==> config.mk <==
export PLATFORM = sky130hd
export DESIGN_NAME = sprite_blit_clip_color_key_core
export DESIGN_NICKNAME = d
export VERILOG_FILES = /design/src/rtl/sbck_pkg.sv /design/src/rtl/sprite_blit_clip_color_key_core.sv /design/src/rtl/sbck_front.sv /design/src/rtl/sbck_queue.sv /design/src/rtl/sbck_back.sv
export SDC_FILE = /design/constraint.sdc
export NUM_CORES = 1
export LEC_CHECK = 0
export BUFFER_PORTS_ARGS = -buffer_cell sky130_fd_sc_hd__buf_2
export CAP_MARGIN = 20
export CORE_MARGIN = 4
export CORE_UTILIZATION = 56
export CTS_CLUSTER_DIAMETER = 120
export DETAILED_ROUTE_END_ITERATION = 12
export PLACE_DENSITY = 0.83
export SLEW_MARGIN = 20
export SYNTH_ARGS = -nofsm -noshare
export SYNTH_HDL_FRONTEND = slang
export SYNTH_HIERARCHICAL = 1
export SYNTH_SLANG_ARGS = --single-unit
==> constraint.sdc <==
create_clock -name clk -period 8.9 [get_ports clk]
set_input_delay 0.89 -clock clk [delete_from_list [all_inputs] [get_ports clk]]
set_output_delay 0.89 -clock clk [all_outputs]
set_load 0.02 [all_outputs]
==> src/rtl/sbck_pkg.sv <==
// Shared types and constants for the sprite blitter with clipping and color key.
// Used by sbck_front, sbck_queue, sbck_back and sprite_blit_clip_color_key_core.
package sbck_pkg;

  localparam int SCREEN_W_DEF       = 320;
  localparam int SCREEN_H_DEF       = 240;
  localparam int MAX_SPRITE_DIM_DEF = 256;

  localparam int CNT_W     = 8;   // sprite column / row counters
  localparam int COUNT_CAP = 256; // counter capacity
  localparam int POS_W     = 12;  // signed position and offset registers
  localparam int ANCH_W    = 8;
  localparam int DIM_W     = 9;
  localparam int COORD_W   = 14;  // signed screen coordinate, holds every sum
  localparam int COLOR_W   = 8;
  localparam int ADDR_W    = 17;
  localparam int CFG_IDX_W = 3;
  localparam int CFG_DAT_W = 12;
  localparam int QDEPTH    = 4;
  localparam int S_TDATA_W = 8;
  localparam int M_TDATA_W = 32;

  typedef enum logic [CFG_IDX_W-1:0] {
    REG_SPRITE_POS_X = 3'd0,
    REG_SPRITE_POS_Y = 3'd1,
    REG_ANCHOR_OFF_X = 3'd2,
    REG_ANCHOR_OFF_Y = 3'd3,
    REG_VIEW_OFF_X   = 3'd4,
    REG_VIEW_OFF_Y   = 3'd5,
    REG_SPRITE_W     = 3'd6,
    REG_SPRITE_H     = 3'd7
  } cfg_reg_t;

  typedef struct packed {
    logic [CNT_W-1:0] col_count;
    logic [CNT_W-1:0] row_count;
  } front_stat_t;

  typedef struct packed {
    logic full;
    logic empty;
  } queue_stat_t;

endpackage

==> src/rtl/sprite_blit_clip_color_key_core.sv <==
// Top level of the sprite blitter with clipping and color key.
// Depends on sbck_pkg, sbck_front, sbck_queue and sbck_back.
//
// Takes one sprite art pixel per clock in row-major order and returns one
// framebuffer write word per pixel, at a sustained rate of one per clock
// while m_tready stays high. The front classifies a pixel in the cycle it is
// accepted (counters, screen position, clip, color key); a four-entry queue
// then feeds the back, whose single multiply-add forms row * SCREEN_W + column
// into the output register. The queue absorbs up to four words of downstream
// stall before s_tready drops. Configuration writes are always taken
// (cfg_ready is tied high) and act on the next pixel; they never reset the
// sprite counters.
module sprite_blit_clip_color_key_core #(
  parameter int SCREEN_W       = sbck_pkg::SCREEN_W_DEF,
  parameter int SCREEN_H       = sbck_pkg::SCREEN_H_DEF,
  parameter int MAX_SPRITE_DIM = sbck_pkg::MAX_SPRITE_DIM_DEF
) (
  input  logic                           clk,
  input  logic                           rst,
  input  logic                           cfg_valid,
  output logic                           cfg_ready,
  input  logic [sbck_pkg::CFG_IDX_W-1:0] cfg_index,
  input  logic [sbck_pkg::CFG_DAT_W-1:0] cfg_data,
  input  logic                           s_tvalid,
  output logic                           s_tready,
  input  logic [sbck_pkg::S_TDATA_W-1:0] s_tdata,  // [7:0] pixel_color
  output logic                           m_tvalid,
  input  logic                           m_tready,
  // [0] write_enable, [17:1] fb_address, [25:18] write_color, [31:26] zero
  output logic [sbck_pkg::M_TDATA_W-1:0] m_tdata,
  output logic                           m_tlast   // last_pixel
);

  localparam int XW = (SCREEN_W > 1) ? $clog2(SCREEN_W) : 1;
  localparam int YW = (SCREEN_H > 1) ? $clog2(SCREEN_H) : 1;
  localparam int EW = XW + YW + sbck_pkg::COLOR_W + 2;
  localparam int DIM_LIM0 = (MAX_SPRITE_DIM < sbck_pkg::COUNT_CAP) ? MAX_SPRITE_DIM
                                                                   : sbck_pkg::COUNT_CAP;
  localparam int DIM_LIM  = (DIM_LIM0 < 1) ? 1 : DIM_LIM0;
  localparam int PAD_W = sbck_pkg::M_TDATA_W - 1 - sbck_pkg::ADDR_W - sbck_pkg::COLOR_W;

  logic                            push, pop;
  logic [EW-1:0]                   push_data, pop_data;
  sbck_pkg::front_stat_t           f_stat;
  sbck_pkg::queue_stat_t           q_stat;
  logic                            out_we;
  logic [sbck_pkg::ADDR_W-1:0]     out_addr;
  logic [sbck_pkg::COLOR_W-1:0]    out_color;

  assign cfg_ready = 1'b1;

  sbck_front #(
    .SCREEN_W(SCREEN_W), .SCREEN_H(SCREEN_H), .MAX_SPRITE_DIM(MAX_SPRITE_DIM),
    .XW(XW), .YW(YW), .EW(EW)
  ) u_front (
    .clk(clk), .rst(rst),
    .cfg_valid(cfg_valid), .cfg_index(cfg_index), .cfg_data(cfg_data),
    .pix_valid(s_tvalid), .pix_color(s_tdata[sbck_pkg::COLOR_W-1:0]),
    .q_full(q_stat.full), .pix_ready(s_tready),
    .push(push), .push_data(push_data), .stat(f_stat)
  );

  sbck_queue #(.WIDTH(EW), .DEPTH(sbck_pkg::QDEPTH)) u_queue (
    .clk(clk), .rst(rst),
    .push(push), .push_data(push_data),
    .pop(pop), .pop_data(pop_data), .stat(q_stat)
  );

  sbck_back #(
    .SCREEN_W(SCREEN_W), .SCREEN_H(SCREEN_H), .XW(XW), .YW(YW), .EW(EW)
  ) u_back (
    .clk(clk), .rst(rst),
    .q_stat(q_stat), .pop_data(pop_data), .pop(pop),
    .out_valid(m_tvalid), .out_ready(m_tready),
    .out_we(out_we), .out_addr(out_addr), .out_color(out_color), .out_last(m_tlast)
  );

  assign m_tdata = {PAD_W'(0), out_color, out_addr, out_we};

  // dropped pixels must carry zero address and color
  a_drop_zero: assert property (@(posedge clk) disable iff (rst)
    (m_tvalid && !out_we) |-> (out_addr == '0 && out_color == '0))
    else $error("dropped pixel with nonzero address or color");

  // counters never run past the clamped sprite size limit
  a_cnt_bound: assert property (@(posedge clk) disable iff (rst)
    (f_stat.col_count <= sbck_pkg::CNT_W'(DIM_LIM - 1)) &&
    (f_stat.row_count <= sbck_pkg::CNT_W'(DIM_LIM - 1)))
    else $error("sprite counter beyond size limit");

  // an accept into an idle path reaches the output through the queue and the output register
  a_latency: assert property (@(posedge clk) disable iff (rst)
    (s_tvalid && s_tready && q_stat.empty && !m_tvalid) |=> ##1 m_tvalid)
    else $error("pixel lost between front and back");

  // the queue never pops while empty
  a_no_underflow: assert property (@(posedge clk) disable iff (rst)
    pop |-> !q_stat.empty)
    else $error("queue underflow");

endmodule

==> src/rtl/sbck_front.sv <==
// Front end: config registers, sprite counters, clipping and color-key test.
// Depends on sbck_pkg; pushes classified pixels into sbck_queue.
module sbck_front #(
  parameter int SCREEN_W       = sbck_pkg::SCREEN_W_DEF,
  parameter int SCREEN_H       = sbck_pkg::SCREEN_H_DEF,
  parameter int MAX_SPRITE_DIM = sbck_pkg::MAX_SPRITE_DIM_DEF,
  parameter int XW             = (SCREEN_W > 1) ? $clog2(SCREEN_W) : 1,
  parameter int YW             = (SCREEN_H > 1) ? $clog2(SCREEN_H) : 1,
  parameter int EW             = XW + YW + sbck_pkg::COLOR_W + 2
) (
  input  logic                           clk,
  input  logic                           rst,
  input  logic                           cfg_valid,
  input  logic [sbck_pkg::CFG_IDX_W-1:0] cfg_index,
  input  logic [sbck_pkg::CFG_DAT_W-1:0] cfg_data,
  input  logic                           pix_valid,
  input  logic [sbck_pkg::COLOR_W-1:0]   pix_color,
  input  logic                           q_full,
  output logic                           pix_ready,
  output logic                           push,
  output logic [EW-1:0]                  push_data,
  output sbck_pkg::front_stat_t          stat
);

  localparam int DIM_LIM0 = (MAX_SPRITE_DIM < sbck_pkg::COUNT_CAP) ? MAX_SPRITE_DIM
                                                                   : sbck_pkg::COUNT_CAP;
  localparam int DIM_LIM  = (DIM_LIM0 < 1) ? 1 : DIM_LIM0;
  localparam int CW  = sbck_pkg::COORD_W;
  localparam int DW  = sbck_pkg::DIM_W;
  localparam int NW  = sbck_pkg::CNT_W;

  logic [sbck_pkg::POS_W-1:0]  sprite_pos_x, sprite_pos_y, view_off_x, view_off_y;
  logic [sbck_pkg::ANCH_W-1:0] anchor_off_x, anchor_off_y;
  logic [DW-1:0]               sprite_w, sprite_h;
  logic [NW-1:0]               col_count, row_count, col_count_next, row_count_next;

  logic [DW-1:0]        w_eff, h_eff;
  logic                 end_col, end_row, visible, we;
  logic signed [CW-1:0] sx, sy;
  logic [XW-1:0]        sx_v;
  logic [YW-1:0]        sy_v;
  logic [sbck_pkg::COLOR_W-1:0] color_v;

  always_ff @(posedge clk) begin
    if (rst) begin
      sprite_pos_x <= '0;
      sprite_pos_y <= '0;
      anchor_off_x <= '0;
      anchor_off_y <= '0;
      view_off_x   <= '0;
      view_off_y   <= '0;
      sprite_w     <= DW'(1);
      sprite_h     <= DW'(1);
    end else if (cfg_valid) begin
      case (sbck_pkg::cfg_reg_t'(cfg_index))
        sbck_pkg::REG_SPRITE_POS_X: sprite_pos_x <= cfg_data;
        sbck_pkg::REG_SPRITE_POS_Y: sprite_pos_y <= cfg_data;
        sbck_pkg::REG_ANCHOR_OFF_X: anchor_off_x <= cfg_data[sbck_pkg::ANCH_W-1:0];
        sbck_pkg::REG_ANCHOR_OFF_Y: anchor_off_y <= cfg_data[sbck_pkg::ANCH_W-1:0];
        sbck_pkg::REG_VIEW_OFF_X:   view_off_x   <= cfg_data;
        sbck_pkg::REG_VIEW_OFF_Y:   view_off_y   <= cfg_data;
        sbck_pkg::REG_SPRITE_W:     sprite_w     <= cfg_data[DW-1:0];
        sbck_pkg::REG_SPRITE_H:     sprite_h     <= cfg_data[DW-1:0];
        default: ;
      endcase
    end
  end

  // size clamp: zero acts as one, large values saturate
  always_comb begin
    w_eff = sprite_w;
    if (sprite_w == '0) w_eff = DW'(1);
    else if (sprite_w > DW'(DIM_LIM)) w_eff = DW'(DIM_LIM);
    h_eff = sprite_h;
    if (sprite_h == '0) h_eff = DW'(1);
    else if (sprite_h > DW'(DIM_LIM)) h_eff = DW'(DIM_LIM);
  end

  assign end_col = {1'b0, col_count} >= (w_eff - DW'(1));
  assign end_row = {1'b0, row_count} >= (h_eff - DW'(1));

  assign sx = CW'($signed(sprite_pos_x)) - $signed(CW'(anchor_off_x))
            + CW'($signed(view_off_x)) + $signed(CW'(col_count));
  assign sy = CW'($signed(sprite_pos_y)) - $signed(CW'(anchor_off_y))
            + CW'($signed(view_off_y)) + $signed(CW'(row_count));

  assign visible = (sx >= 0) && (sx < $signed(CW'(SCREEN_W)))
                && (sy >= 0) && (sy < $signed(CW'(SCREEN_H)));
  assign we = visible && (pix_color != '0);

  // dropped pixels carry zero address and color
  assign sx_v    = we ? sx[XW-1:0] : '0;
  assign sy_v    = we ? sy[YW-1:0] : '0;
  assign color_v = we ? pix_color : '0;

  assign pix_ready = !q_full;
  assign push      = pix_valid && pix_ready;
  assign push_data = {end_col && end_row, we, color_v, sy_v, sx_v};

  always_comb begin
    col_count_next = col_count;
    row_count_next = row_count;
    if (push) begin
      if (end_col) begin
        col_count_next = '0;
        row_count_next = end_row ? '0 : row_count + NW'(1);
      end else begin
        col_count_next = col_count + NW'(1);
      end
    end
  end

  always_ff @(posedge clk) begin
    if (rst) begin
      col_count <= '0;
      row_count <= '0;
    end else begin
      col_count <= col_count_next;
      row_count <= row_count_next;
    end
  end

  assign stat.col_count = col_count;
  assign stat.row_count = row_count;

endmodule

==> src/rtl/sbck_queue.sv <==
// Short FIFO between the front classifier and the back address stage.
// Depends on sbck_pkg for the status struct.
module sbck_queue #(
  parameter int WIDTH = 8,
  parameter int DEPTH = sbck_pkg::QDEPTH
) (
  input  logic                  clk,
  input  logic                  rst,
  input  logic                  push,
  input  logic [WIDTH-1:0]      push_data,
  input  logic                  pop,
  output logic [WIDTH-1:0]      pop_data,
  output sbck_pkg::queue_stat_t stat
);

  localparam int PW = (DEPTH > 1) ? $clog2(DEPTH) : 1;
  localparam int NW = $clog2(DEPTH + 1);

  logic [WIDTH-1:0] slots [DEPTH];
  logic [PW-1:0]    wr_ptr, rd_ptr;
  logic [NW-1:0]    fill;

  function automatic logic [PW-1:0] ptr_inc(input logic [PW-1:0] p);
    return (p == PW'(DEPTH - 1)) ? '0 : p + PW'(1);
  endfunction

  always_ff @(posedge clk) begin
    if (push) slots[wr_ptr] <= push_data;
  end

  always_ff @(posedge clk) begin
    if (rst) begin
      wr_ptr <= '0;
      rd_ptr <= '0;
      fill   <= '0;
    end else begin
      if (push) wr_ptr <= ptr_inc(wr_ptr);
      if (pop)  rd_ptr <= ptr_inc(rd_ptr);
      case ({push, pop})
        2'b10:   fill <= fill + NW'(1);
        2'b01:   fill <= fill - NW'(1);
        default: fill <= fill;
      endcase
    end
  end

  assign pop_data   = slots[rd_ptr];
  assign stat.full  = (fill == NW'(DEPTH));
  assign stat.empty = (fill == '0);

endmodule

==> src/rtl/sbck_back.sv <==
// Back end: framebuffer address multiply-add and output register.
// Depends on sbck_pkg; drains entries from sbck_queue.
module sbck_back #(
  parameter int SCREEN_W = sbck_pkg::SCREEN_W_DEF,
  parameter int SCREEN_H = sbck_pkg::SCREEN_H_DEF,
  parameter int XW       = (SCREEN_W > 1) ? $clog2(SCREEN_W) : 1,
  parameter int YW       = (SCREEN_H > 1) ? $clog2(SCREEN_H) : 1,
  parameter int EW       = XW + YW + sbck_pkg::COLOR_W + 2
) (
  input  logic                          clk,
  input  logic                          rst,
  input  sbck_pkg::queue_stat_t         q_stat,
  input  logic [EW-1:0]                 pop_data,
  output logic                          pop,
  output logic                          out_valid,
  input  logic                          out_ready,
  output logic                          out_we,
  output logic [sbck_pkg::ADDR_W-1:0]   out_addr,
  output logic [sbck_pkg::COLOR_W-1:0]  out_color,
  output logic                          out_last
);

  localparam int PROD_W = XW + YW;
  localparam int CLW    = sbck_pkg::COLOR_W;

  logic [XW-1:0]     sx;
  logic [YW-1:0]     sy;
  logic [CLW-1:0]    color;
  logic              we, last;
  logic [PROD_W-1:0] lin;

  assign {last, we, color, sy, sx} = pop_data;

  // row * width + column; clipped coordinates keep this below 2^PROD_W
  assign lin = PROD_W'(sy) * PROD_W'(SCREEN_W) + PROD_W'(sx);

  assign pop = !q_stat.empty && (!out_valid || out_ready);

  always_ff @(posedge clk) begin
    if (rst) begin
      out_valid <= 1'b0;
    end else if (pop) begin
      out_valid <= 1'b1;
    end else if (out_ready) begin
      out_valid <= 1'b0;
    end
  end

  always_ff @(posedge clk) begin
    if (pop) begin
      out_we    <= we;
      out_addr  <= sbck_pkg::ADDR_W'(lin);
      out_color <= color;
      out_last  <= last;
    end
  end

endmodule

==> reports/qor.yml <==
n_antenna_cell: 0
grt_start_max_net_pins: 96
top_cell_type_s_share_of_synthesized_area_pct: 31.5
wirelength_mm: 27.0
startpoint_type: "flip-flop"
yosys_warnings: 6
time_the_worst_path_needs_with_i_o_delays_and_setup_ns: 4.87
insertion_delay_ns: 0.53
fp-row-count: 55
fin_total_pwr_mw: 3.82
path_max_fanout: 26
fin_worst_skew_ns: 0.00855
p_leak_nw: 5.57
detailed_placement_wirelength_estimate_mm: 18.4
netlist.top_cell.by_area: "sky130_fd_sc_hd__edfxtp_1"
cts-htree-levels: 1
grt_util_all_layers_pct: 21.0
clockRootBuffer: "sky130_fd_sc_hd__clkbuf_16"
drt_iter0_drc: 601
tns_ns: 0
critical_path.endpoint_type: "flip-flop"
hold_buffers: 0
layout.area.seq_um2: 6220
timing_max_transition_violations_final: 0
grt.overflow.total: 0
cp_data_arrival_time_ns: 5.23
first_global_vias: 8783
report.final.setup_viol: 0
cts_num_sinks: 243
max-vdd-ir-drop_mv: 0.174
setup_slack_ns: 4.03
maxSlewHeadroom_pct: 33.3
gp_congestion: 0.864
number_of_violations_of_the_max_capacitance_limit: 0
routed-via-count: 8857
layout.cells.most_common_list: "sky130_fd_sc_hd__nand2_1 (208), sky130_fd_sc_hd__edfxtp_1 (135), sky130_fd_sc_hd__inv_1 (121), sky130_fd_sc_hd__a21oi_1 (112), sky130_fd_sc_hd__dfxtp_1 (108)"
placeableCoreArea_um2: 22600
synth_cells: 1207
synth_ff_type: "sky130_fd_sc_hd__edfxtp_1"
preCtsSetupSlack_ns: 4.09
synth_edf_count: 135
yosysSeqAreaShare_pct: 48.4
run_status: "completed"
number_of_antenna_violations_at_the_first_check_in_global_routing: 0
critical_path_class: "flip-flop to flip-flop"
drcViolationCount: 0
synthDistinctLibCells: 72
clock_tree_from_tritoncts: "yes"
clk_pin_slew_ns: 0.06
total_die_area_um2: 25400
buffer_ports.inserted: 56
dieHeight_um: 159
wire_per_inst_um: 17.4
synth-async-reset-ratio_pct: 0
final_net_count: 1398
ctsLongestPathBuffers: 3
min-delay-path-class: "flip-flop to flip-flop"
max_slew.worst_pin.slew_ns: 0.997
viasPerCell: 5.70
multi_input_area_um2: 5880
grt_pass1_wl_mm: 44.3
max_freq_ghz: 0.205
post_synth_instance_area_um2: 12900
drive_gt1_share_pct: 11.2
tritoncts.num_buffers: 25
rsz0062_at_grt: "no"
layout_fillers: 1730
powerDensity_nw_per_um2: 270
ant_nets: 0
floorplan.initialDensity_pct: 56.8
critPathRequiredTime_ns: 9.26
synth_top_cells_by_area: "sky130_fd_sc_hd__edfxtp_1 (32%), sky130_fd_sc_hd__dfxtp_1 (17%), sky130_fd_sc_hd__ha_1 (8.3%)"
layout_commonest_cell: "sky130_fd_sc_hd__nand2_1"
final_hold_viol_count: 0
synthToLayoutAreaGrowth_pct: 10.2
mean_instance_size_in_the_synthesized_netlist_um2: 10.6
ioPinCount: 64
cts_setup_buffers: 0
final.period_utilization_pct: 54.8
detail_route.first_pass.iterations: 5
die_width_um: 159
cts-resized-gates: 0
postSynthRegisterBits: 243
## cells by family (layout without fill, tap and decap cells)
family | Yosys count | in the layout | synth area share (%)
muxes | 31 | 31 | 5.25
buffers and inverters | 177 | 234 | 6.09
other | 2 | 7 | 0.0584
AOI/OAI and AO/OA | 199 | 199 | 9.34
xor gates and xnor gates | 42 | 42 | 2.92
DFF | 243 | 243 | 48.4
adders and majority gates | 120 | 120 | 13.7
and+or+nand+nor | 393 | 393 | 14.3
## registers in the layout, summed over array words and instances, names as in the netlist, named ones only
signal                cells
u_front/anchor_off_y      8
u_queue/wr_ptr            2
u_front/col_count         8
u_back/out_addr          17
u_back/out_valid          1
u_front/sprite_pos_x     12
u_front/view_off_y       12
u_front/sprite_h          9
u_back/out_color          8
u_front/view_off_x       12
u_queue/slots           108
u_queue/fill              3
u_front/anchor_off_x      8
u_front/sprite_w          9
u_front/row_count         8
u_back/out_we             1
u_back/out_last           1
u_front/sprite_pos_y     12
u_queue/rd_ptr            2
## cell type report
type | instances | area share [%]
clock buffer | 32 | 4.81
multi-input combinational | 792 | 41.5
timing repair buffer | 66 | 2.51
tap | 285 | 2.52
sequential | 243 | 43.9
inverter | 122 | 3.23
clock inverter | 14 | 1.49
## worst max-delay path, cell delays in order, from the launching register on
cell and delay [ns]:
sky130_fd_sc_hd__dfxtp_1 0.33, sky130_fd_sc_hd__inv_1 0.06, sky130_fd_sc_hd__fa_1 0.53, sky130_fd_sc_hd__inv_1 0.05, sky130_fd_sc_hd__fa_1 0.45, sky130_fd_sc_hd__ha_1 0.25, sky130_fd_sc_hd__fa_1 0.41, sky130_fd_sc_hd__a21o_1 0.22
sky130_fd_sc_hd__a221oi_2 0.38, sky130_fd_sc_hd__o221ai_1 0.18, sky130_fd_sc_hd__a31oi_1 0.22, sky130_fd_sc_hd__xnor2_1 0.10, sky130_fd_sc_hd__a2111oi_0 0.34, sky130_fd_sc_hd__and4b_1 0.80, sky130_fd_sc_hd__and3b_1 0.37
## final timing paths
| kind | cells past startpoint | end | startpoint | slack [ns] |
|---|---|---|---|---|
| max | 14 | u_queue/slots[1][0]$_DFFE_PP_ | u_front/sprite_pos_x[1]$_SDFFE_PP0P_ | 4.03 |
| min | 2 | u_front/sprite_pos_x[10]$_SDFFE_PP0P_ | u_front/sprite_pos_x[10]$_SDFFE_PP0P_ | 0.46 |
| max reg2reg | 14 | u_queue/slots[1][0]$_DFFE_PP_ | u_front/sprite_pos_x[1]$_SDFFE_PP0P_ | 4.03 |
| min reg2reg | 2 | u_front/sprite_pos_x[10]$_SDFFE_PP0P_ | u_front/sprite_pos_x[10]$_SDFFE_PP0P_ | 0.46 |
## through the flow
stage	hold WS (ns)	instances	cell area [um2]	utilization [%]
after floorplan	0.436	1212	12900	-
after global placement	0.442	1508	13300	58.6
after detailed placement	0.446	1508	13300	58.6
after CTS	0.457	1554	14200	62.6
after global routing	0.475	1554	14200	62.6
final	0.456	1554	14200	62.6
## power breakdown
| group | switching [mW] | total, mW | internal [mW] |
|---|---|---|---|
| sequential | 0.0447 | 1.43 | 1.39 |
| combinational | 0.753 | 1.26 | 0.507 |
| clock | 0.436 | 1.13 | 0.690 |
## synthesized netlist by cell type (3+ instances only)
master	count
sky130_fd_sc_hd__mux2i_1	4
sky130_fd_sc_hd__nor4_1	5
sky130_fd_sc_hd__dfxtp_1	108
sky130_fd_sc_hd__nand3b_1	4
sky130_fd_sc_hd__a211oi_1	4
sky130_fd_sc_hd__o21ai_0	22
sky130_fd_sc_hd__nor2b_1	12
sky130_fd_sc_hd__mux4_1	7
sky130_fd_sc_hd__o21a_1	4
sky130_fd_sc_hd__a21oi_1	112
sky130_fd_sc_hd__and4_1	3
sky130_fd_sc_hd__and3b_1	4
sky130_fd_sc_hd__buf_4	9
sky130_fd_sc_hd__buf_2	5
sky130_fd_sc_hd__ha_1	85
sky130_fd_sc_hd__nand2b_1	12
sky130_fd_sc_hd__nand2_1	208
sky130_fd_sc_hd__and3_1	29
sky130_fd_sc_hd__a31oi_1	7
sky130_fd_sc_hd__xnor2_1	24
sky130_fd_sc_hd__o211ai_1	3
sky130_fd_sc_hd__nand3_1	16
sky130_fd_sc_hd__or3_1	5
sky130_fd_sc_hd__clkbuf_1	29
sky130_fd_sc_hd__clkbuf_2	6
sky130_fd_sc_hd__mux4_2	20
sky130_fd_sc_hd__nor3_1	13
sky130_fd_sc_hd__xor2_1	17
sky130_fd_sc_hd__inv_1	121
sky130_fd_sc_hd__a21o_1	15
sky130_fd_sc_hd__nor3b_1	5
sky130_fd_sc_hd__nor2_1	54
sky130_fd_sc_hd__fa_1	35
sky130_fd_sc_hd__edfxtp_1	135
sky130_fd_sc_hd__o221ai_1	3
sky130_fd_sc_hd__and2_1	6
sky130_fd_sc_hd__nand4_1	8
sky130_fd_sc_hd__o21bai_1	3
## per-layer routing
| metal | vias up | part of all wire, % | track usage [%] |
|---|---|---|---|
| met4 | 0 | 3.4 | 7.61 |
| met2 | 302 | 49 | 35.9 |
| li1 | 4252 | - | - |
| met5 | - | 0 | 0 |
| met1 | 4235 | 42 | 27.6 |
| met3 | 68 | 5.1 | 2.80 |
Note: power is estimated with default switching activity, not from simulation.
